===== src/hdl/mrdr_pkg.sv =====
package mrdr_pkg;

	localparam int MRDR_MAX_STAGES = 12;
	localparam int MRDR_INDEX_BITS = 20;

	localparam int RADIX_BITS = 48;
	localparam int COUNT_BITS = 4;
	localparam int SIZE_BITS = 21;
	localparam int CODE_BITS = 4;
	localparam int CFG_DATA_BITS = 48;
	localparam int CFG_INDEX_BITS = 2;

	localparam logic [RADIX_BITS-1:0] RADICES_RESET = RADIX_BITS'(279620);
	localparam logic [COUNT_BITS-1:0] COUNT_RESET = COUNT_BITS'(5);
	localparam logic [SIZE_BITS-1:0] SIZE_RESET = SIZE_BITS'(1024);

	localparam logic [CODE_BITS-1:0] RADIX_ONE = CODE_BITS'(1);
	localparam logic [CODE_BITS-1:0] RADIX_TWO = CODE_BITS'(2);

	typedef enum logic [CFG_INDEX_BITS-1:0] {
		REG_STAGE_RADICES = 2'd0,
		REG_STAGE_COUNT = 2'd1,
		REG_TRANSFORM_SIZE = 2'd2
	} mrdr_reg_t;

	typedef struct packed {
		logic valid;
		logic oor;
	} mrdr_ctl_t;

endpackage


===== src/hdl/mrdr_merge.sv =====
module mrdr_merge
	import mrdr_pkg::*;
#(
	parameter int INDEX_BITS = MRDR_INDEX_BITS
) (
	input  logic                  clk,
	input  logic                  arst_n,
	input  mrdr_ctl_t             ctl_in,
	input  logic [INDEX_BITS-1:0] quot_in,
	input  logic [INDEX_BITS-1:0] acc_in,
	input  logic [INDEX_BITS-1:0] span_in,
	output logic                  done,
	output logic [INDEX_BITS-1:0] reversed_index,
	output logic                  out_of_range
);

	localparam int PW = 2 * INDEX_BITS;

	// The part of the index above the full span passes through unchanged.
	logic [PW-1:0] high_prod;

	mrdr_ctl_t ctl_s1;
	logic [INDEX_BITS-1:0] high_s1;
	logic [INDEX_BITS-1:0] acc_s1;

	assign high_prod = PW'(quot_in) * PW'(span_in);

	always_ff @(posedge clk or negedge arst_n) begin
		if (!arst_n) begin
			ctl_s1 <= '0;
		end else begin
			ctl_s1 <= ctl_in;
		end
	end

	always_ff @(posedge clk) begin
		high_s1 <= high_prod[INDEX_BITS-1:0];
		acc_s1 <= acc_in;
	end

	logic done_s2;
	logic oor_s2;
	logic [INDEX_BITS-1:0] result_s2;

	always_ff @(posedge clk or negedge arst_n) begin
		if (!arst_n) begin
			done_s2 <= 1'b0;
		end else begin
			done_s2 <= ctl_s1.valid;
		end
	end

	always_ff @(posedge clk) begin
		oor_s2 <= ctl_s1.oor;
		result_s2 <= ctl_s1.oor ? '0 : (high_s1 + acc_s1);
	end

	assign done = done_s2;
	assign reversed_index = result_s2;
	assign out_of_range = oor_s2;

endmodule


===== config.mk =====
export PLATFORM = sky130hd
export DESIGN_NAME = mrdr_merge
export DESIGN_NICKNAME = d
export VERILOG_FILES = /design/src/hdl/mrdr_pkg.sv /design/src/hdl/mrdr_merge.sv
export SDC_FILE = /design/constraint.sdc
export NUM_CORES = 1
export LEC_CHECK = 0
export ABC_AREA = 1
export BUFFER_PORTS_ARGS = -buffer_cell sky130_fd_sc_hd__clkbuf_2
export CORE_UTILIZATION = 40
export DETAILED_ROUTE_END_ITERATION = 8
export PLACE_DENSITY = 0.7
export SYNTH_ARGS = -nofsm -noshare
export SYNTH_HDL_FRONTEND = slang
export SYNTH_SLANG_ARGS = --single-unit

===== constraint.sdc =====
create_clock -name clk -period 2.6 [get_ports clk]
set_clock_uncertainty 0.1 [all_clocks]
set_input_delay 0.78 -clock clk [delete_from_list [all_inputs] [get_ports clk]]
set_output_delay 0.78 -clock clk [all_outputs]
set_load 0.02 [all_outputs]

=== Word level (Yosys, flattened, before mapping) ===
Cells that the tools add are included.

* $add $sub $neg: 1
* Multiply operators: 1

{| class="wikitable"
|+ Operators by type and width
! cell !! count
|-
| adder 20 bit || 1
|-
| multiplier 20 x 20 -> 20 bit || 1
|}

* Word-level logic and storage cells: 9
* Output and inout port bits: 22
* Bits in registers: 64
* Input bits: 64

=== Depth between registers and ports, before layout ===
Gate-level depths: netlist of run 1.

* Depth after elaboration: 1
* Gate-level depth with buffers: 29
* Gate-level depth less buffers: 27

=== Worst setup path after synthesis of run 1 ===
No wires, ideal clock.

* Path kind: input port to flip-flop
* Start point: input port span_in[3]
* End point: register high_s1[19]
* Data arrival time: 6.008 ns
* Data required time: 2.387 ns
* Setup slack: -3.621 ns
* Setup time: 0.113 ns
* Stages on the path: 25
* Path buffers: 2
* Path through: buf_4 > clkbuf_1 > nand2_1 > inv_1 > fa_1 > fa_1 > inv_1 > fa_1 > inv_1 > fa_1 > inv_1 > fa_1 > inv_1 > fa_1 > inv_1 > fa_1 > inv_1 > ha_1 > nand2_1 > nor2_1 > nand2_1 > o311ai_1 > inv_1 > nand3_1 > nand2_1

* Word-level cells in the longest chain between the ends: 1

{| class="wikitable"
|+ RTL lines
! item !! line !! text
|-
| start, declared || mrdr_merge.sv:11 || <nowiki>input logic [INDEX_BITS-1:0] span_in,</nowiki>
|-
| multiplier 20 x 20 -> 20 bit || mrdr_merge.sv:26 || <nowiki>assign high_prod = PW'(quot_in) * PW'(span_in);</nowiki>
|-
| net high_prod[19] || mrdr_merge.sv:20 || <nowiki>logic [PW-1:0] high_prod;</nowiki>
|-
| end signal, assigned || mrdr_merge.sv:37 || <nowiki>high_s1 <= high_prod[INDEX_BITS-1:0];</nowiki>
|-
| end, declared || mrdr_merge.sv:23 || <nowiki>logic [INDEX_BITS-1:0] high_s1;</nowiki>
|}

The timed path passes the listed nets, and every way through them passes these cells.
A chain may end at the register's enable or synchronous reset.

=== Worst setup path after layout of run 1 ===
* Start point: input port quot_in[9]
* End point: register high_s1[18]

* Word-level cells in the longest chain between the ends: 1

{| class="wikitable"
|+ RTL lines
! item !! line !! text
|-
| start, declared || mrdr_merge.sv:9 || <nowiki>input logic [INDEX_BITS-1:0] quot_in,</nowiki>
|-
| multiplier 20 x 20 -> 20 bit || mrdr_merge.sv:26 ||
|-
| net high_prod[18] || mrdr_merge.sv:20 ||
|}

The timed path passes the listed nets, and every way through them passes these cells.

==> qor.yml, run 1 <==
outcome: "finished with violations"
violations: "DRC, setup timing"
drt_pass1_iterations: 7
mostFrequentLayoutCell: "inv_1"
crit_type: "in2reg"
grt_max_degree: 19
grt_use_total_pct: 20.1
drc_errors: 1
synthCells: 1220
clock-sinks: 64
synth_area_um2: 9160
dieWidth_um: 153
row_count: 54
routed_wl_um: 22700
critPathCaptureType: "flip-flop"
synth_compound_area_share_pct: 6.40
relSlewSlack_pct: 76.1
layout_common_cells: "inv_1 (322), nand2_1 (308), fa_1 (125)"
clock_latency_ns: 0.33
area_delta_synth_final_pct: 30.9
timing.critical_path.mode_cell: "fa_1"
die_h_um: 153
path_max_fanout: 4
syn_nets: 1510
setup_viol: 17
overflow: 0
die_area_um2: 23500
yosys.area_share.simple_pct: 18.5
finalHoldViolations: 0
synth_top_family_by_area: "adder cells"
cts_htree_levels: 3
yosys_register_bits: 64
core_um2: 22200
routedWlPerCell_um: 13.5
via_per_inst: 4.69
grt_pass1_vias: 8297
num_vias: 7909
drive_above_1_share_pct: 25.2
startpoint_type: "input pin"
crit_buf_inv: 9
ios: 86
num_antenna_cells: 0
timing.hold.ws_ns: 0.142
max-cap-violations: 0
multi_input_area_um2: 7040
synthMuxAreaShare_pct: 0
hp-class: "in2async"
first_iter_violations: 368
setup_ws_ns: -3.16
period_share_pct: 221
worstPathRequired_ns: 2.76
cts_buffers: 9
start_util_pct: 41.3
fillCellCount: 2012
nets: 1692
ant_nets: 0
critical-path-max-stage-delay_ns: 0.51
met1_length_um: 9840
ys_seq_area_share_pct: 14.2
yosys.area_share.adder_pct: 42.2
regArea_um2: 1300
gp_congestion: 0.914
grt_pass1_wl_um: 38200
highest_layer: "met4"
rsz0062_at_grt: "true"
yosysWarnings: 0
fmax_ghz: 0.174
finalCriticalPeriod_ns: 5.76
numPortBuffers: 85
cts_max_path_buffers: 2
synthDistinctLibCells: 38
cts_tree: "built"
synthXorXnorAreaFrac_pct: 2.28
path_delay_family: "adder cells"
cts_hold_buffers: 0
slew_violations: 0
clkTransAtPathRegs_ns: 0.05
dr_wl_met3_um: 919
cts-root-buf: "clkbuf_16"
hpwl_um: 18600
tightestPinTransition_ns: 0.358
antenna_found_initial: 0
dr_wl_met2_um: 11400
cpMaxStageDelayCell: "fa_1"
worst_ep_arrival_time_ns: 5.92
syn_area_per_cell_um2: 7.50
==> through the flow <==
| stage | area [um^2] | util, % | std cells | worst slack, ns | TNS, ns |
|---|---|---|---|---|---|
| global route | 12000 | 54.1 | 1686 | -3.41 | -43.59 |
| finish | 12000 | 54.1 | 1686 | -3.16 | -41.11 |
| CTS | 11700 | 53.0 | 1683 | -3.17 | -41.50 |
| floorplan | 9590 | - | 1220 | -3.31 | -42.09 |
| global placement | 10900 | 49.2 | 1657 | -3.57 | -48.26 |
| detailed placement | 10900 | 49.2 | 1657 | -3.64 | -49.47 |
==> path summary, 6_finish.rpt <==
kind | startpoint | end | slack (ns) | depth (start not counted)
max | quot_in[9] | high_s1[18] | -3.16 | 25
min | arst_n | ctl_s1[1] | 0.14 | 1
max reg2reg | high_s1[0] | reversed_index[14] | 0.53 | 12
min reg2reg | ctl_s1[1] | done | 0.26 | 0
max in group asynchronous | arst_n | ctl_s1[0] | 2.15 | 1
min in group clk | ctl_s1[1] | done | 0.26 | 0
==> Yosys cell counts (all sizes together) <==
cell type	instances	area, um^2
ha	88	1100
nor3b	1	7.51
a21boi	2	15.0
o211ai	2	15.0
xor2	16	148
nand3	45	235
o21ai	26	138
buf	18	131
fa	138	2760
a21oi	55	283
dfxtp	61	1220
nand4	3	18.8
inv	345	1290
a21o	6	45.0
and2	1	6.26
o21a	5	37.5
o21bai	3	22.5
clkbuf	22	83.8
o31ai	2	15.0
dfrtp	3	75.1
a31oi	1	6.26
nand3b	5	37.5
nor2	26	97.6
o311ai	1	8.76
nor3	3	15.0
xnor2	7	61.3
nand2	335	1270
==> layout make-up <==
cell class / instances / share of cell area [%]
Clock inverter: 3 / 0.543
Inverter: 345 / 10.8
Tap cell: 280 / 2.92
Multi-Input combinational cell: 771 / 58.7
Timing Repair Buffer: 211 / 14.1
Sequential cell: 64 / 10.8
Clock buffer: 12 / 2.14
==> routing by layer <==
| layer | global-route usage [%] | up-vias |
|---|---|---|
| met5 | 0 | - |
| met4 | 5.96 | 0 |
| met3 | 2.24 | 35 |
| met2 | 36.1 | 217 |
| met1 | 25.2 | 3737 |
| li1 | - | 3920 |
==> state kept, by name, indices dropped and copies added, names as in the netlist <==
register and flops:
acc_s1 20, high_s1 20, reversed_index 20, ctl_s1 2
done 1, out_of_range 1
==> cells by family after synthesis <==
kind of cell,after synthesis
fa+ha+maj,226
buf+inv,385
xor+xnor,23
simple gates,419
flops,64
compound gates,103
==> timing repair <==
| action | 4_1_cts | 5_1_grt |
|---|---|---|
| setup endpoints to repair | 17 | 17 |
| pin swaps | 45 | 31 |
| buffers inserted | 11 | 4 |
| resized for setup | 104 | 53 |
Power of run 1 is left out: the tool's default activity adds up to more than one toggle a clock period on the data nets, which glitch-free logic cannot reach.
==> inputs of run 2 (changes only) <==
--- a/config.mk
+++ b/config.mk
@@ -5,11 +5,11 @@
 export SDC_FILE = /design/constraint.sdc
 export NUM_CORES = 1
 export LEC_CHECK = 0
-export ABC_AREA = 1
 export BUFFER_PORTS_ARGS = -buffer_cell sky130_fd_sc_hd__clkbuf_2
 export CORE_UTILIZATION = 40
 export DETAILED_ROUTE_END_ITERATION = 8
 export PLACE_DENSITY = 0.7
+export SETUP_SLACK_MARGIN = 0.3
 export SYNTH_ARGS = -nofsm -noshare
 export SYNTH_HDL_FRONTEND = slang
 export SYNTH_SLANG_ARGS = --single-unit
==> run 2 against run 1 <==
  * The flow finishes with violations (setup timing)
  * Routed wire length shrank 9.2%
  * Highest routed layer unchanged
  * Critical path type unchanged
  * Via count shrank 17%
  * Clock-buffer cell count decreased by 2
  * Flip-flop and latch count unchanged
  * Register-to-register slack got worse by 0.20 ns
==> qor.yml, run 2 <==
ys_seq_area_share_pct: 15.2
relSlewSlack_pct: 51.5
highest_layer: "met4"
cts-root-buf: "clkbuf_16"
synth_top_flop_cell: "dfxtp_1"
path_cells: "clkbuf_16 > buf_8 > and2_4 > fa_1 > fa_1 > inv_1 > fa_1 > inv_1 > fa_1 > inv_1 > fa_1 > inv_1 > fa_1 > inv_2 > fa_1 > inv_2 > ha_4 > or4_4 > a211oi_2 > o21ai_1 > a21oi_2 > xnor2_1"
core_um2: 21000
crit_type: "in2reg"
cts_max_path_buffers: 2
grt_pass1_wl_um: 33700
async_flop_share_pct: 4.69
die_h_um: 148
hpwl_um: 16400
dieWidth_um: 148
grt_use_total_pct: 19.3
max-cap-violations: 0
startpoint: "span_in[2]"
clkTransAtPathRegs_ns: 0.05
mostFrequentLayoutCell: "inv_1"
rrSetupSlack_ns: 0.33
antenna_found_initial: 0
slew_violations: 0
finalHoldViolations: 0
drive_above_1_share_pct: 31.6
row_count: 53
startpoint_type: "input pin"
overflow: 0
yosysTopAreaCell: "fa_1"
cts_htree_levels: 3
cts_buffers: 9
routed_wl_um: 20600
synth_edf_count: 0
path_delay_family: "adder cells"
grt_max_degree: 27
start_util_pct: 40.7
gp_congestion: 0.933
numPortBuffers: 85
num_antenna_cells: 0
yosys_register_bits: 64
critical-path-max-stage-delay_ns: 0.51
synthTopCellsByCount: "inv_1 (183), fa_1 (138), nand2_1 (112)"
fin_util_pct: 55.2
cts_hold_buffers: 0
nets: 1413
tightestPinTransition_ns: 0.727
reg2reg_from: "high_s1[1]"
rsz0062_at_grt: "true"
yosysMostFrequentCell: "inv_1"
ant_nets: 0
timing.critical_path.mode_cell: "fa_1"
synthCells: 928
multi_input_area_um2: 7190
syn_nets: 1218
syn_area_per_cell_um2: 9.19
drt_pass1_iterations: 7
synthDistinctLibCells: 42
yosysWarnings: 0
setup_ws_ns: -3.21
layout_common_cells: "inv_1 (167), fa_1 (132), nand2_1 (110)"
ios: 86
clock_latency_ns: 0.32
via_per_inst: 4.71
outcome: "finished with violations"
synth.top_cell.area_share_pct: 32.4
regArea_um2: 1300
violations: "setup timing"
synth_area_um2: 8530
period_share_pct: 223
die_area_um2: 21900
dr_wl_met3_um: 698
fillCellCount: 1881
drc_errors: 0
worst_ep_arrival_time_ns: 5.96
cts_tree: "built"
finalCriticalPeriod_ns: 5.81
hp-class: "in2async"
path_max_fanout: 6
area_delta_synth_final_pct: 35.7
num_vias: 6604
synth.area.top_cells: "fa_1 (32%), dfxtp_1 (14%), ha_1 (13%)"
first_iter_violations: 247
critPathCaptureType: "flip-flop"
crit_buf_inv: 8
worstPathRequired_ns: 2.75
cpMaxStageDelayCell: "fa_1"
dr_wl_met2_um: 10300
timing.hold.ws_ns: 0.143
fmax_ghz: 0.172
grt_pass1_vias: 6992
setup_viol: 17
met1_length_um: 9090
routedWlPerCell_um: 14.7
clock-sinks: 64
==> run 2: cell count changes in the layout (fill, tap and decap cells not counted), moves of 7 or more <==
cell,previous run,this run
a21oi_1,42,12
and2_1,1,89
and2_4,0,18
fa_1,125,132
fa_2,13,6
inv_1,322,167
inv_2,23,16
nand2_1,308,110
nand2_2,23,2
nand3_1,40,2
nor2_1,20,28
o21ai_0,20,6
xnor2_1,5,43
xor2_1,15,23
==> run 2: path summary, 6_finish.rpt <==
| kind | end | depth (start not counted) |
|---|---|---|
| max in group asynchronous | ctl_s1[0] | 1 |
| max reg2reg | reversed_index[15] | 8 |
| min in group clk | done | 0 |
| min reg2reg | done | 0 |
| min | done | 1 |
| max | high_s1[18] | 22 |
==> run 2: kinds of logic after synthesis <==
| kind of cell | synth area share (%) |
|---|---|
| and+or+nand+nor | 16.4 |
| adders and majority gates | 45.3 |
| buffers and inverters | 9.33 |
| AOI/OAI and AO/OA | 6.85 |
| xor gates and xnor gates | 6.98 |
| DFF | 15.2 |
==> run 2: stage by stage <==
stage	cell area [um^2]	instances	TNS, ns	worst slack [ns]
final	11600	1403	-42.52	-3.21
after global routing	11600	1403	-44.98	-3.45
after CTS	11200	1393	-41.51	-3.22
after detailed placement	10300	1361	-49.80	-3.78
after global placement	10300	1361	-48.88	-3.69
after floorplan	8920	928	-42.53	-3.34
==> run 2: worst reg2reg max path: stages (launching register included) <==
cell       delay, ns
dfxtp_2         0.34
ha_4            0.23
a21o_1          0.17
a21o_1          0.19
a2111oi_4       0.36
o21ai_2         0.14
a221oi_4        0.35
xor2_1          0.20
nor2_1          0.05
==> run 2: layout make-up <==
cell class | instances | share of cell area (%)
multi-input combinational | 652 | 62.1
sequential | 64 | 11.2
clock buffer | 10 | 2.06
clock inverter | 6 | 0.789
timing repair buffer | 213 | 14.9
tap | 275 | 2.97
inverter | 183 | 5.93
==> run 2: repair_timing <==
action | in CTS | in global routing
pin swaps | 47 | 49
gates cloned | 2 | 0
resized for setup | 99 | 58
setup endpoints to repair | 25 | 25
buffers inserted | 14 | 10
==> run 2: layer usage <==
metal	up-vias	track usage, %
met5	-	0
met4	0	5.62
met2	142	33.5
met1	3223	25.4
li1	3215	-
met3	24	1.85
Power of run 2 is left out for the same reason.
