### src/hdl/mrdr_pkg.sv
package mrdr_pkg;

	localparam int MRDR_MAX_STAGES = 12;
	localparam int MRDR_INDEX_BITS = 20;

	localparam int RADIX_BITS = 48;
	localparam int COUNT_BITS = 4;
	localparam int SIZE_BITS = 21;
	localparam int CODE_BITS = 4;
	localparam int CFG_DATA_BITS = 48;
	localparam int CFG_INDEX_BITS = 2;

	localparam logic [RADIX_BITS-1:0] RADICES_RESET = RADIX_BITS'(279620);
	localparam logic [COUNT_BITS-1:0] COUNT_RESET = COUNT_BITS'(5);
	localparam logic [SIZE_BITS-1:0] SIZE_RESET = SIZE_BITS'(1024);

	localparam logic [CODE_BITS-1:0] RADIX_ONE = CODE_BITS'(1);
	localparam logic [CODE_BITS-1:0] RADIX_TWO = CODE_BITS'(2);

	typedef enum logic [CFG_INDEX_BITS-1:0] {
		REG_STAGE_RADICES = 2'd0,
		REG_STAGE_COUNT = 2'd1,
		REG_TRANSFORM_SIZE = 2'd2
	} mrdr_reg_t;

	typedef struct packed {
		logic valid;
		logic oor;
	} mrdr_ctl_t;

endpackage

### src/hdl/mrdr_digit_stage.sv
module mrdr_digit_stage
	import mrdr_pkg::*;
#(
	parameter int INDEX_BITS = MRDR_INDEX_BITS
) (
	input  logic                  clk,
	input  logic                  arst_n,
	input  logic [CODE_BITS-1:0]  radix,
	input  mrdr_ctl_t             ctl_in,
	input  logic [INDEX_BITS-1:0] quot_in,
	input  logic [INDEX_BITS-1:0] acc_in,
	input  logic [INDEX_BITS-1:0] span_in,
	output mrdr_ctl_t             ctl_out,
	output logic [INDEX_BITS-1:0] quot_out,
	output logic [INDEX_BITS-1:0] acc_out,
	output logic [INDEX_BITS-1:0] span_out
);

	localparam int XW = INDEX_BITS + CODE_BITS;
	localparam int PW = 2 * INDEX_BITS;

	// Reciprocals floor(2^INDEX_BITS / r); the first estimate of a quotient is
	// at most one below the true value.
	logic [INDEX_BITS-1:0] recip [16];

	assign recip[0] = '0;
	assign recip[1] = '0;

	for (genvar g = 2; g < 16; g++) begin : g_recip
		localparam logic [INDEX_BITS:0] RV = {1'b1, {INDEX_BITS{1'b0}}} / (INDEX_BITS + 1)'(g);
		assign recip[g] = RV[INDEX_BITS-1:0];
	end

	logic [PW-1:0] prod;
	logic [XW-1:0] acc_mul;
	logic [XW-1:0] span_mul;

	mrdr_ctl_t ctl_s1;
	logic [INDEX_BITS-1:0] quot_s1;
	logic [INDEX_BITS-1:0] est_s1;
	logic [INDEX_BITS-1:0] acc_r_s1;
	logic [INDEX_BITS-1:0] span_s1;
	logic [CODE_BITS-1:0] radix_s1;

	assign prod = PW'(quot_in) * PW'(recip[radix]);
	assign acc_mul = XW'(acc_in) * XW'(radix);
	assign span_mul = XW'(span_in) * XW'(radix);

	always_ff @(posedge clk or negedge arst_n) begin
		if (!arst_n) begin
			ctl_s1 <= '0;
		end else begin
			ctl_s1 <= ctl_in;
		end
	end

	always_ff @(posedge clk) begin
		quot_s1 <= quot_in;
		est_s1 <= (radix < RADIX_TWO) ? quot_in : prod[PW-1:INDEX_BITS];
		acc_r_s1 <= acc_mul[INDEX_BITS-1:0];
		span_s1 <= span_mul[INDEX_BITS-1:0];
		radix_s1 <= radix;
	end

	logic [XW-1:0] back_mul;
	logic [XW-1:0] rem_full;
	logic [XW-1:0] rem_fix;
	logic fix;
	logic [INDEX_BITS-1:0] quot_next;
	logic [CODE_BITS-1:0] digit;

	assign back_mul = XW'(est_s1) * XW'(radix_s1);
	assign rem_full = XW'(quot_s1) - back_mul;
	assign fix = rem_full >= XW'(radix_s1);
	assign rem_fix = fix ? (rem_full - XW'(radix_s1)) : rem_full;
	assign quot_next = fix ? (est_s1 + INDEX_BITS'(1)) : est_s1;
	assign digit = rem_fix[CODE_BITS-1:0];

	mrdr_ctl_t ctl_s2;
	logic [INDEX_BITS-1:0] quot_s2;
	logic [INDEX_BITS-1:0] acc_s2;
	logic [INDEX_BITS-1:0] span_s2;

	always_ff @(posedge clk or negedge arst_n) begin
		if (!arst_n) begin
			ctl_s2 <= '0;
		end else begin
			ctl_s2 <= ctl_s1;
		end
	end

	always_ff @(posedge clk) begin
		quot_s2 <= quot_next;
		acc_s2 <= acc_r_s1 + INDEX_BITS'(digit);
		span_s2 <= span_s1;
	end

	assign ctl_out = ctl_s2;
	assign quot_out = quot_s2;
	assign acc_out = acc_s2;
	assign span_out = span_s2;

endmodule

### config.mk
export PLATFORM = sky130hd
export DESIGN_NAME = mrdr_digit_stage
export DESIGN_NICKNAME = d
export VERILOG_FILES = /design/src/hdl/mrdr_pkg.sv /design/src/hdl/mrdr_digit_stage.sv
export SDC_FILE = /design/constraint.sdc
export NUM_CORES = 1
export LEC_CHECK = 0
export BUFFER_PORTS_ARGS = -buffer_cell sky130_fd_sc_hd__buf_2
export CAP_MARGIN = 20
export CELL_PAD_IN_SITES_DETAIL_PLACEMENT = 1
export CELL_PAD_IN_SITES_GLOBAL_PLACEMENT = 2
export CORE_AREA = 2 2 313 315
export CTS_BUF_LIST = sky130_fd_sc_hd__clkbuf_8 sky130_fd_sc_hd__clkbuf_16
export CTS_CLUSTER_DIAMETER = 100
export DETAILED_ROUTE_END_ITERATION = 10
export DIE_AREA = 0 0 315 317
export PLACE_DENSITY_LB_ADDON = 0.1
export SETUP_SLACK_MARGIN = 0.02
export SLEW_MARGIN = 0
export SYNTH_ARGS = -nofsm -noshare
export SYNTH_HDL_FRONTEND = slang
export SYNTH_SLANG_ARGS = --single-unit
export TNS_END_PERCENT = 100
### constraint.sdc
create_clock -name clk -period 8.2 [get_ports clk]
set_input_delay 1.23 -clock clk [delete_from_list [all_inputs] [get_ports clk]]
set_output_delay 1.23 -clock clk [all_outputs]
set_load 0.01 [all_outputs]
# Word-level counts from Yosys, hierarchy flattened
# Memory sizes are Yosys's and may differ from the RTL's.
# Cells that the tools add are included.
# Widths: inputs -> output; s select.
totals:
  wordCells: 30
  romBits: 320
  in_bits: 68
  mem_count: 1
  out_inout_bits: 62
  regBits: 148
mem_list:
  columns: ["memory", "words", "width", "read_ports", "rd_clocked_by_memory_dff", "wr", "line", "rtl"]
  rows:
  - ["(no name shown)", 16, 20, 1, 0, 0, "mrdr_digit_stage.sv:45", "assign prod = PW'(quot_in) * PW'(recip[radix]);"]
op_classes:
  n_addsub: 4
  bitwise: 1
  magnitude_cmp: 3
  n_mux: 5
  multipliers: 4
op_table:
  columns: ["op", "n"]
  rows:
  - ["$mux 20", 4]
  - ["$mul 20x20->40", 1]
  - ["$mul 20x4->20", 2]
  - ["$ge 24x4->1", 1]
  - ["$mul 20x4->24", 1]
  - ["$sub 20x24->24", 1]
  - ["$add 20x1->20 const B", 1]
  - ["$add 20x4->20", 1]
  - ["$ge 5x5->1 const B", 1]
  - ["$not 4->5", 1]
  - ["$lt 4x2->1 const B", 1]
  - ["$mux 4", 1]
  - ["$sub 4x4->4", 1]

# Longest topological paths before layout
# Gate-level depths: netlist (run 1).
logic_depth:
  depth_word: 6
  ltp_mapped: 35
  depth_no_buf: 32

# Worst setup path before layout (run 1)
# No wires, ideal clock.
synth_timing:
  kind: "input port to flip-flop"
  start: "input radix[1]"
  end: "register est_s1[18]"
  n_path_buf: 3
  stages: 29
  setup_time_ns: 0.128
  t_required_ns: 8.072
  setup_slack_ns: -1.007
  arrival_ns: 9.080
  cell_sequence: "clkbuf_1 > clkbuf_1 > inv_1 > ha_1 > mux4_2 > clkbuf_1 > and2_1 > fa_1 > inv_1 > fa_1 > fa_1 > fa_1 > inv_1 > fa_1 > fa_1 > inv_1 > fa_1 > inv_1 > ha_1 > a211oi_1 > o21ai_0 > a211oi_1 > o21ai_0 > a22o_1 > o311a_1 > o41a_1 > a311oi_1 > xor2_1 > o21ai_1"
synth_between:
  elab_chain_len: 6
  elab_cells_between_ends: 7
  classes_between: "mul: 1; order compare: 1; mux: 3; bitwise: 1; memory: 1"
synth_rtl:
  columns: ["element", "line", "rtl"]
  rows:
  - ["from (decl)", "mrdr_digit_stage.sv:8", "input logic [CODE_BITS-1:0] radix,"]
  - ["$not 4->5 (not written as such)", "mrdr_digit_stage.sv:45", null]
  - ["$mem_v2 16x20", null, null]
  - ["$mux 20 (not written as such) (2 in series)", "mrdr_digit_stage.sv:45", null]
  - ["$mul 20x20->40", "mrdr_digit_stage.sv:45", null]
  - ["$mux 20 *", "mrdr_digit_stage.sv:59", "est_s1 <= (radix < RADIX_TWO) ? quot_in : prod[PW-1:INDEX_BITS];"]
  - ["to (signal assigned)", "mrdr_digit_stage.sv:59", null]
  - ["to (decl)", "mrdr_digit_stage.sv:40", "logic [INDEX_BITS-1:0] est_s1;"]
# Every way passes the cells marked *; elsewhere a longest branch is shown, timed or not. The select of a mux whose other input is x is not followed.

# Worst setup path in the final report (run 1)
layout_timing:
  start: "input radix[0]"
  end: "register est_s1[17]"
# The elaborated chain is that of the path after synthesis.

==> summary.md, run 1 <==
| Metric | Value |
|---|---|
| Clk slew on worst S/H paths | around 70 ps |
| Cell Area, Synth | approximately 24,000 sq um |
| Failing checks | negative setup slack |
| Seq/Total Area, Yosys | 12.4% |
| CP most frequent cell | fa_1 |
| Crit start category | input port |
| Max H-tree Level | 4 |
| Global-route wire length before repair | 133 mm |
| TritonCTS clock tree | yes |
| Row count | about 110 |
| Asr flop ratio synth | 2.70% |
| Run status | finished, violations left |
| Worst hold margin | approximately 330 ps |
| Post-Place Setup Slack | -1220 ps |
| Worst path max stage delay | ~550 ps |
| Mean post-synth cell area | 9.02 sq um |
| Clk_skew | around 17 ps |
| I/O Pins | 130 |
| Pin count of the biggest net entering global routing | about 40 |
| CP Max Fanout | 5 |
| Worst EP required | 8530 ps |
| Cell area after layout | about 29,000 sq um |
| #FFs+latches synth | about 150 |
| Clock latency on the worst-skew pair | 460 ps |
| Worst Tran Pin Value | between 900 and 1000 ps |
| CORE AREA | 96,300 sq um |
| Max-capacitance violation count | 0 |
| Hold_buf cts | 0 |
| RSZ-0062 raised after global routing | yes |
| Slowest CP cell | fa_1 |
| Via count | 18.6k |
| Post-Syn Instances | 2,662 |
| Placed instance area | roughly 28,000 sq um |
| Yosys warns | 0 |
| Sink Count | around 150 |
| EDFF count, synth | 0 |
| Gp weighted congestion | about 0.84 |
| # DRC | 0 |
| GRT Total Usage | between 10% and 20% |
| Crit Path Class | in -> reg |
| Max Fclk | approximately 120 MHz |
| Tmin final | 8310 ps |
| Vias in the first global route | 21.5k |
| Min-delay worst type | reg -> reg |
| Final setup vio count | 5 |
| Chip width | between 300 and 400 microns |
| Register-to-Register Path Depth | 26 |
| Syn nets | around 3.4k |
| Final hold violation count | 0 |
| Synth cell types | between 70 and 80 |
| Initial core utilization | 24.9% |
| Post-route worst setup slack | -109 ps |
| GR Overflow Total | 0 |
| Slew headroom | about two fifths |
| P&R area growth vs syn | 22.5% |
| Worst Setup End Kind | register |
| Die height | approximately 320 microns |
| Nets | 3,738 |
| IO buf count | about 130 |
| Root buffer cell | clkbuf_16 |
| DP Wirelength | 72.9 mm |
| Die Area | 99,900 sq um |
| Arr. time, crit path | between 8000 and 9000 ps |
| Starting DRC count in detailed routing | slightly below 700 |
| Hold path cells | 0 |
| Number of nets with antenna violations after routing | 0 |
| Final worst-path cycle share | 101% |
| DR vias/cell | around 4.3 |
| Share of cells above drive strength 1 | a little under 20% |
| Avg WL per Cell | between 15 and 20 microns |
| Top_reg_cell synth | dfxtp_1 |
| Post-Route WL | 84.8 mm |
| Fin. max-slew vios | 0 |
| Layout fillers | roughly 11k |
| Worst-case clock buffer depth | 2 |
| Initial antenna violation count | 4 |
| Pre-antenna DRT Iters | 5 |
| Total CTS buffers | 17 |
-- flip-flops by register name, indices dropped and copies added (netlist names) --
name	flops
ctl_s1	2
quot_out	20
quot_s1	20
est_s1	20
ctl_out	2
radix_s1	4
acc_out	20
acc_r_s1	20
span_s1	20
span_out	20
-- logic make-up after synthesis --
group | Yosys count | share of synthesized area [%]
compound gates | 246 | 6.92
xor+xnor | 113 | 4.20
fa+ha+maj | 679 | 49.2
buf+inv | 641 | 10.1
flops | 148 | 12.4
mux | 12 | 0.693
simple gates | 823 | 16.5
-- Yosys cell counts (12+ instances only) --
cell type / n / area, sq um
inv_1: 535 / 2010
fa_1: 441 / 8830
nand2_1: 408 / 1530
ha_1: 238 / 2980
and2_1: 214 / 1340
dfxtp_1: 144 / 2880
clkbuf_1: 96 / 360
xnor2_1: 72 / 631
nor2_1: 61 / 229
a21oi_1: 57 / 285
o21ai_0: 54 / 270
xor2_1: 40 / 350
nand3_1: 29 / 145
and3_1: 27 / 169
a21o_1: 24 / 180
a211oi_1: 21 / 158
nor3_1: 20 / 100
o21a_1: 12 / 90.1
-- metal layers --
metal	track usage, %	wire length (microns)	up-vias
li1	-	-	8790
met1	24.6	41000	9577
met2	30.4	41400	165
met3	0.887	1540	31
met4	2.97	822	0
met5	0	0	-
-- cells in the final DEF (no fill, tap or decap), types with 6 or more instances in the layout --
cell	count
a211oi_1	18
a21o_1	24
a21oi_1	53
and2_1	205
and2_4	10
and3_1	27
buf_12	11
buf_2	125
buf_4	261
buf_6	18
clkbuf_16	17
dfxtp_1	144
fa_1	429
fa_2	12
ha_1	224
ha_4	13
inv_1	513
inv_2	22
nand2_1	401
nand2_2	7
nand2b_1	9
nand3_1	25
nand4_1	11
nor2_1	57
nor2b_1	11
nor3_1	17
o211ai_1	7
o21a_1	12
o21ai_0	38
o21ai_1	12
o21ai_2	6
o21bai_1	11
or3_1	8
xnor2_1	70
xor2_1	38
-- worst max-delay path, delay by kind of cell --
kind | cells | cell delay (ps)
buffers and inverters | 14 | 1390
AOI/OAI and AO/OA | 9 | 1610
adders and majority gates | 9 | 3990
xor gates and xnor gates | 1 | 150
and+or+nand+nor | 5 | 280
-- worst paths after layout --
check,from,end,slack [ps]
setup / recovery,radix[0],est_s1[17]$_DFF_P_,-110
min in group asynchronous,arst_n,ctl_out[0]$_DFF_PN0_,560
hold / removal,span_s1[1]$_DFF_P_,span_out[1]$_DFF_P_,330
hold reg to reg,span_s1[1]$_DFF_P_,span_out[1]$_DFF_P_,330
setup reg to reg,radix_s1[1]$_DFF_P_,acc_out[17]$_DFF_P_,830
max in group asynchronous,arst_n,ctl_out[1]$_DFF_PN0_,7510
-- final cells by class --
type                    instances  area [sq um]  share of cell area, %
well taps                    1276          1600                   5.43
inverters                     535          2030                   6.90
flip-flops and latches        148          2980                   10.1
repair buffers                416          3040                   10.3
diodes                          3          7.51                 0.0255
multi-input cells            1873         19200                   65.2
clock inverters                15           155                  0.528
clock buffers                  17           425                   1.45
-- repair_timing --
item / 4_1_cts / 5_1_grt
setup endpoints to repair: 20 / 17
gates cloned: 1 / 0
gates resized for setup: 88 / 68
buffers inserted: 17 / 10
endpoints found under the hold margin: 0 / 0
pin swaps: 50 / 69
-- through the flow --
step                      setup TNS [ps]  util (%)  instances
after floorplan                     -745         -       2662
after global placement            -16270      29.1       4224
after detailed placement          -18360      29.1       4224
after CTS                          -2770      30.2       4273
after global routing               -2680      30.5       4281
final                               -305      30.5       4283
Power of run 1 is not shown: default switching activity piles up to over one toggle a cycle in this logic, so the estimate is an artifact.
==> run 2: changes to the inputs <==
--- a/config.mk
+++ b/config.mk
@@ -14,7 +14,7 @@
 export CTS_CLUSTER_DIAMETER = 100
 export DETAILED_ROUTE_END_ITERATION = 10
 export DIE_AREA = 0 0 315 317
-export PLACE_DENSITY_LB_ADDON = 0.1
+export PLACE_DENSITY_LB_ADDON = 0.12
 export SETUP_SLACK_MARGIN = 0.02
 export SLEW_MARGIN = 0
 export SYNTH_ARGS = -nofsm -noshare
==> run 2 against run 1 <==
  * Clock skew down 5.1 ps
  * Non-clock buffer count fell by 12
  * Sequential cell count stayed put
  * Fmax fell by 1.3%
  * First-iteration DRC count shrank 9.7%
  * Critical endpoint is now est_s1[18]$_DFF_P_
  * Count of clock-buffer cells in the layout increased by 3
  * Critical path depth decreased by 9
  * Final area shrank 0.20%
  * Die area did not move
  * The flow still finishes with violations (negative setup slack)
  * Sequential share of layout area about the same
  * Global-route usage is 0.29 points lower
  * Utilization shrank 0.060 points
==> summary.md, run 2 (same netlist as run 1, synthesis figures left out) <==
| Metric | Value |
|---|---|
| Worst path max stage delay | 570 ps (was 550 ps) |
| Final setup vio count | 7 (was 5) |
| IO buf count | 129 (unchanged) |
| Most frequent cells in the layout | inv_1, fa_1, nand2_1 (unchanged) |
| HP Start | span_s1[17]$_DFF_P_ (was span_s1[1]$_DFF_P_) |
| Setup TNS | -1080 ps (was -305 ps) |
| Final hold violation count | 0 (unchanged) |
| DR vias/cell | 4.33 (about the same) |
| Run status | finished, violations left (unchanged) |
| Post-Route WL | 83.7 mm (was 84.8 mm) |
| Reg2reg start | radix_s1[1]$_DFF_P_ (unchanged) |
| Gp weighted congestion | 0.819 (was 0.837) |
| TritonCTS clock tree | yes (unchanged) |
| I/O Pins | 130 (unchanged) |
| Global-route wire length before repair | 131 mm (was 133 mm) |
| Max-capacitance violation count | 0 (unchanged) |
| Row count | 114 (unchanged) |
| Chip width | 315 microns (unchanged) |
| Register-to-Register Path Depth | 27 (was 26) |
| Most common cell after layout, fill and taps aside | inv_1 (unchanged) |
| Clk slew on worst S/H paths | 60 ps (was 70 ps) |
| Max Fclk | 119 MHz (was 120 MHz) |
| Post-route worst setup slack | -216 ps (was -109 ps) |
| Crit start category | input port (unchanged) |
| Via count | 18.5k (was 18.6k) |
| Util after Layout | 30.5% (about the same) |
| P&R area growth vs syn | 22.2% (was 22.5%) |
| Pin count of the biggest net entering global routing | 42 (was 41) |
| CP most frequent cell | fa_1 (unchanged) |
| Inst Count DP | 4,219 (was 4,224) |
| Nets | 3,726 (was 3,738) |
| RSZ-0062 raised after global routing | yes (unchanged) |
| Pre-antenna DRT Iters | 5 (unchanged) |
| Slowest CP cell | fa_1 (unchanged) |
| Slew headroom | 32.3% (was 39.2%) |
| Starting DRC count in detailed routing | 611 (was 677) |
| Vias in the first global route | 21.5k (about the same) |
| Hold_buf cts | 0 (unchanged) |
| Initial core utilization | 24.9% (unchanged) |
| Arr. time, crit path | 8750 ps (was 8640 ps) |
| GR Overflow Total | 0 (unchanged) |
| Number of nets with antenna violations after routing | 0 (unchanged) |
| Die Area | 99,900 sq um (unchanged) |
| Initial antenna violation count | 7 (was 4) |
| Worst EP required | 8530 ps (about the same) |
| Worst Hold Endpoint | span_out[17]$_DFF_P_ (was span_out[1]$_DFF_P_) |
| Crit Path Class | in -> reg (unchanged) |
| Worst-case clock buffer depth | 2 (unchanged) |
| Final worst-path cycle share | 103% (was 101%) |
| Worst Setup End Kind | register (unchanged) |
| GRT Total Usage | 17.3% (was 17.6%) |
| Share of cells above drive strength 1 | 19.0% (was 19.3%) |
| CP Max Fanout | 5 (unchanged) |
| Root buffer cell | clkbuf_16 (unchanged) |
| CORE AREA | 96,300 sq um (unchanged) |
| Worst Tran Pin Value | 1000 ps (was 900 ps) |
| Hold path cells | 0 (unchanged) |
| Sink Count | 148 (unchanged) |
| R2R Path End | acc_out[17]$_DFF_P_ (unchanged) |
| Layout fillers | 11.2k (about the same) |
| Max H-tree Level | 4 (unchanged) |
| Clock latency on the worst-skew pair | 450 ps (was 460 ps) |
| Avg WL per Cell | 19.6 microns (was 19.8 microns) |
| R2R Setup Slk | 680 ps (was 830 ps) |
| Fin. max-slew vios | 0 (unchanged) |
| Failing checks | negative setup slack (unchanged) |
| Die height | 317 microns (unchanged) |
| Fin cells | 4,272 (was 4,283) |
| Total CTS buffers | 17 (unchanged) |
| DP Wirelength | 72.2 mm (was 72.9 mm) |
| Min-delay worst type | reg -> reg (unchanged) |
| Clk_skew | 11.6 ps (was 16.7 ps) |
| Tmin final | 8420 ps (was 8310 ps) |
| # DRC | 0 (unchanged) |
-- run 2: critical path, delay by kind of cell --
| kind | cells | cell delay [ps] |
|---|---|---|
| xor gates and xnor gates | 1 | 170 |
| muxes | 1 | 550 |
| and+or+nand+nor | 1 | 130 |
| AOI/OAI and AO/OA | 9 | 2040 |
| adders and majority gates | 9 | 3910 |
| buffers and inverters | 8 | 710 |
-- run 2: worst max-delay path by stage --
| stage | slack [ps] | endpoint | from | cells after the start |
|---|---|---|---|---|
| 4_1_cts | -310 | est_s1[18]$_DFF_P_ | radix[0] | 29 |
| 5_1_grt | -460 | est_s1[18]$_DFF_P_ | radix[0] | 29 |
| 3_3_place_gp | -1090 | est_s1[19]$_DFF_P_ | radix[1] | 30 |
| 2_1_floorplan | -260 | est_s1[18]$_DFF_P_ | radix[0] | 29 |
| 6_report | -220 | est_s1[18]$_DFF_P_ | radix[1] | 29 |
| 3_5_place_dp | -1150 | est_s1[18]$_DFF_P_ | radix[1] | 30 |
-- run 2: final cells by class --
class                           instances  area, sq um  area share, %
Multi-Input combinational cell       1873        19200           65.4
Sequential cell                       148         2980           10.2
Timing Repair Buffer                  404         2950           10.0
Inverter                              535         2030           6.90
Tap cell                             1276         1600           5.44
Clock buffer                           20          467           1.59
Clock inverter                         12          140          0.477
Antenna cell                            4         10.0         0.0341
-- run 2: stage by stage --
stage / hold WS [ps] / cell area (sq um) / setup slack, ps
floorplan: 310 / 24100 / -256
global placement: 314 / 28000 / -1090
detailed placement: 314 / 28000 / -1150
CTS: 330 / 29100 / -305
global route: 332 / 29300 / -456
finish: 328 / 29300 / -216
-- run 2: routing by layer --
| metal | vias up | global-route usage, % | wire [microns] |
|---|---|---|---|
| met4 | 0 | 2.93 | 928 |
| met2 | 172 | 29.7 | 40400 |
| met3 | 46 | 0.972 | 1870 |
| met5 | - | 0 | 0 |
| met1 | 9529 | 24.3 | 40500 |
| li1 | 8772 | - | - |
-- run 2: repair_timing --
item | CTS | global route
buffers inserted | 13 | 6
gates resized for setup | 81 | 53
gates cloned | 1 | 0
setup endpoints to repair | 16 | 18
pin swaps | 43 | 56
Power of run 2 is left out for the same reason.
==> run 3: changes to the inputs <==
--- a/config.mk
+++ b/config.mk
@@ -5,15 +5,16 @@
 export SDC_FILE = /design/constraint.sdc
 export NUM_CORES = 1
 export LEC_CHECK = 0
+export ABC_AREA = 1
 export BUFFER_PORTS_ARGS = -buffer_cell sky130_fd_sc_hd__buf_2
 export CAP_MARGIN = 20
 export CELL_PAD_IN_SITES_DETAIL_PLACEMENT = 1
 export CELL_PAD_IN_SITES_GLOBAL_PLACEMENT = 2
-export CORE_AREA = 2 2 313 315
+export CORE_AREA = 2 2 321 323
 export CTS_BUF_LIST = sky130_fd_sc_hd__clkbuf_8 sky130_fd_sc_hd__clkbuf_16
 export CTS_CLUSTER_DIAMETER = 100
 export DETAILED_ROUTE_END_ITERATION = 10
-export DIE_AREA = 0 0 315 317
+export DIE_AREA = 0 0 323 325
 export PLACE_DENSITY_LB_ADDON = 0.12
 export SETUP_SLACK_MARGIN = 0.02
 export SLEW_MARGIN = 0
==> run 3 against run 2 <==
  * The flow now finishes without violations
  * Global-route usage grew 1.9 points
  * First-iteration DRC count grew 39%
  * Clock skew grew 7.9 ps
  * Routed wire length grew 16%
  * Sequential share of layout area is essentially flat
  * Count of clock-buffer cells in the layout shrank 2
  * Critical endpoint is now est_s1[15]$_DFF_P_
==> summary.md, run 3 <==
| Metric | Value |
|---|---|
| Vias in the first global route | 24.4k (was 21.5k) |
| Clk slew on worst S/H paths | 90 ps (was 60 ps) |
| P&R area growth vs syn | 17.1% (was 22.2%) |
| Clock latency on the worst-skew pair | 530 ps (was 450 ps) |
| Starting DRC count in detailed routing | 852 (was 611) |
| Worst-case clock buffer depth | 2 (unchanged) |
| Synth cell types | 51 (was 76) |
| Fin cells | 4,877 (was 4,272) |
| Cell with the most instances after synthesis | inv_1 (unchanged) |
| Run status | finished, final reports clean (was finished, violations left) |
| Hold path cells | 0 (unchanged) |
| Min-delay worst type | reg -> reg (unchanged) |
| Worst Tran Pin Value | 776 ps (was 1000 ps) |
| Top_reg_cell synth | dfxtp_1 (unchanged) |
| Met1 WL | 45.6 mm (was 40.5 mm) |
| EDFF count, synth | 0 (unchanged) |
| Tmin final | 7820 ps (was 8420 ps) |
| Pre-antenna DRT Iters | 4 (was 5) |
| Nets | 4,239 (was 3,726) |
| CP Max Fanout | 9 (was 5) |
| Slew headroom | 48.2% (was 32.3%) |
| Asr flop ratio synth | 2.70% (unchanged) |
| WL met3 | 1.88 mm (was 1.87 mm) |
| Top cells by area, synth | fa_1, ha_1, dfxtp_1 (unchanged) |
| Setup TNS | 0 ps (was -1080 ps) |
| GR Overflow Total | 0 (unchanged) |
| Share of cells above drive strength 1 | 12.1% (was 19.0%) |
| Arr. time, crit path | 8230 ps (was 8750 ps) |
| DR vias/cell | 4.34 (was 4.33) |
| Share of the synthesized area in the top cell type | 35.1% (was 36.8%) |
| Initial antenna violation count | 7 (unchanged) |
| TritonCTS clock tree | yes (unchanged) |
| Worst Setup End Kind | register (unchanged) |
| Global-route wire length before repair | 152 mm (was 131 mm) |
| Fin. max-slew vios | 0 (unchanged) |
| Post-Syn Instances | 3,217 (was 2,662) |
| Initial core utilization | 24.8% (was 24.9%) |
| IO buf count | 129 (unchanged) |
| Reg area | 2980 sq um (unchanged) |
| Post-synthesis adder-cell area fraction | 47.0% (was 49.2%) |
| Cell Area, Synth | 25,100 sq um (was 24,000 sq um) |
| Syn nets | 3,964 (was 3,409) |
| Cell taking the most area after synthesis | fa_1 (unchanged) |
| Post-route worst setup slack | 384 ps (was -216 ps) |
| Die height | 325 microns (was 317 microns) |
| Crit start category | input port (unchanged) |
| Clk_skew | 19.5 ps (was 11.6 ps) |
| Total CTS buffers | 17 (unchanged) |
| Final setup vio count | 0 (was 7) |
| Via count | 21.2k (was 18.5k) |
| CP bufs+invs | 10 (was 8) |
| GRT Total Usage | 19.2% (was 17.3%) |
| Main combinational cell family by area after synthesis | adder cells (unchanged) |
| Post-synthesis compound-gate area fraction | 5.11% (was 6.92%) |
| Number of nets with antenna violations after routing | 0 (unchanged) |
| Xor and xnor area share after synthesis | 3.97% (was 4.20%) |
| Slowest CP cell | fa_1 (unchanged) |
| Die Area | 105,000 sq um (was 99,900 sq um) |
| Pin count of the biggest net entering global routing | 42 (unchanged) |
| Multiplexer share of the synthesized area | 0% (was 0.693%) |
| Yosys warns | 0 (unchanged) |
| Final worst-path cycle share | 95.3% (was 103%) |
| Mean post-synth cell area | 7.81 sq um (was 9.02 sq um) |
| I/O Pins | 130 (unchanged) |
| Worst EP required | 8610 ps (was 8530 ps) |
| DP Wirelength | 85.0 mm (was 72.2 mm) |
| Worst path max stage delay | 620 ps (was 570 ps) |
| Crit path depth | 33 (was 29) |
| RSZ-0062 raised after global routing | yes (unchanged) |
| Register-to-Register Path Depth | 34 (was 27) |
| Row count | 117 (was 114) |
| Most frequent cells after synthesis | inv_1, nand2_1, fa_1 (was inv_1, fa_1, nand2_1) |
| CORE AREA | 101,000 sq um (was 96,300 sq um) |
| Most common cell after layout, fill and taps aside | inv_1 (unchanged) |
| Chip width | 323 microns (was 315 microns) |
| Simple-gate share of the synthesized area | 19.1% (was 16.5%) |
| # DRC | 0 (unchanged) |
| Max Fclk | 128 MHz (was 119 MHz) |
| Gp weighted congestion | 0.934 (was 0.819) |
| Post-Route WL | 96.8 mm (was 83.7 mm) |
| Crit Path Class | in -> reg (unchanged) |
| CP top delay family | adder cells (unchanged) |
| Sink Count | 148 (unchanged) |
| Seq/Total Area, Yosys | 11.9% (was 12.4%) |
| Routed wl met2 | 47.2 mm (was 40.4 mm) |
| Final hold violation count | 0 (unchanged) |
| Inst Count DP | 4,841 (was 4,219) |
| Max-capacitance violation count | 0 (unchanged) |
| Multi-input gate area | 18,900 sq um (was 19,200 sq um) |
| Most frequent cells in the layout | inv_1, nand2_1, fa_1 (was inv_1, fa_1, nand2_1) |
| Layout fillers | 12.4k (was 11.2k) |
| Top Layer Used | met4 (unchanged) |
| Post-Place Setup Slack | -315 ps (was -1150 ps) |
| Max H-tree Level | 4 (unchanged) |
| #FFs+latches synth | 148 (unchanged) |
| Avg WL per Cell | 19.8 microns (was 19.6 microns) |
| Hold_buf cts | 0 (unchanged) |
| Root buffer cell | clkbuf_16 (unchanged) |
run 3: changes by cell type after synthesis, moves of 19 or more:
cell,delta
xnor2_1,-23
a211oi_1,-19
and2_1,-211
and3_1,-25
a21oi_1,+35
nor2_1,+229
xor2_1,+25
nand2_1,+336
nand3_1,+54
clkbuf_1,-20
inv_1,+215
run 3: logic make-up (layout without fill, tap and decap cells):
family	after synthesis	in the layout
AOI/OAI and AO/OA	225	225
xor gates and xnor gates	114	114
adders and majority gates	679	679
buffers and inverters	857	1145
DFF	148	148
other	0	4
and+or+nand+nor	1194	1194
run 3: cell type report:
cell class	instances	area share, %
antenna	4	0.0340
clock buffer	18	1.49
clock inverter	14	0.642
inverter	759	9.68
multi-input combinational	2212	64.2
sequential	148	10.1
tap	1368	5.81
timing repair buffer	354	7.97
run 3: timing repair:
action,4_1_cts,5_1_grt
setup buffers,0,0
gates resized for setup,0,8
setup endpoints to repair,0,6
run 3: path summary, 6_finish.rpt:
| path | slack [ps] | from | end |
|---|---|---|---|
| worst min-delay path | 310 | span_s1[17]$_DFF_P_ | span_out[17]$_DFF_P_ |
| min in group asynchronous | 500 | arst_n | ctl_out[1]$_DFF_PN0_ |
| max in group asynchronous | 7580 | arst_n | ctl_s1[1]$_DFF_PN0_ |
| worst min register to register | 310 | span_s1[17]$_DFF_P_ | span_out[17]$_DFF_P_ |
| worst max register to register | 1240 | radix_s1[3]$_DFF_P_ | acc_out[18]$_DFF_P_ |
| worst max-delay path | 380 | radix[0] | est_s1[15]$_DFF_P_ |
run 3: metrics by stage:
stage / instance area [sq um] / hold WS [ps] / utilization [%]
finish: 29400 / 314 / 29.1
global route: 29400 / 329 / 29.1
CTS: 29400 / 316 / 29.0
detailed placement: 28800 / 314 / 28.4
global placement: 28800 / 311 / 28.4
floorplan: 25100 / 310 / -
run 3: routing by layer:
metal | global-route usage (%) | vias up
met5 | 0 | -
met4 | 5.17 | 0
met3 | 1.31 | 64
met2 | 32.8 | 274
met1 | 26.2 | 10800
li1 | - | 10100
Power of run 3 is left out for the same reason.
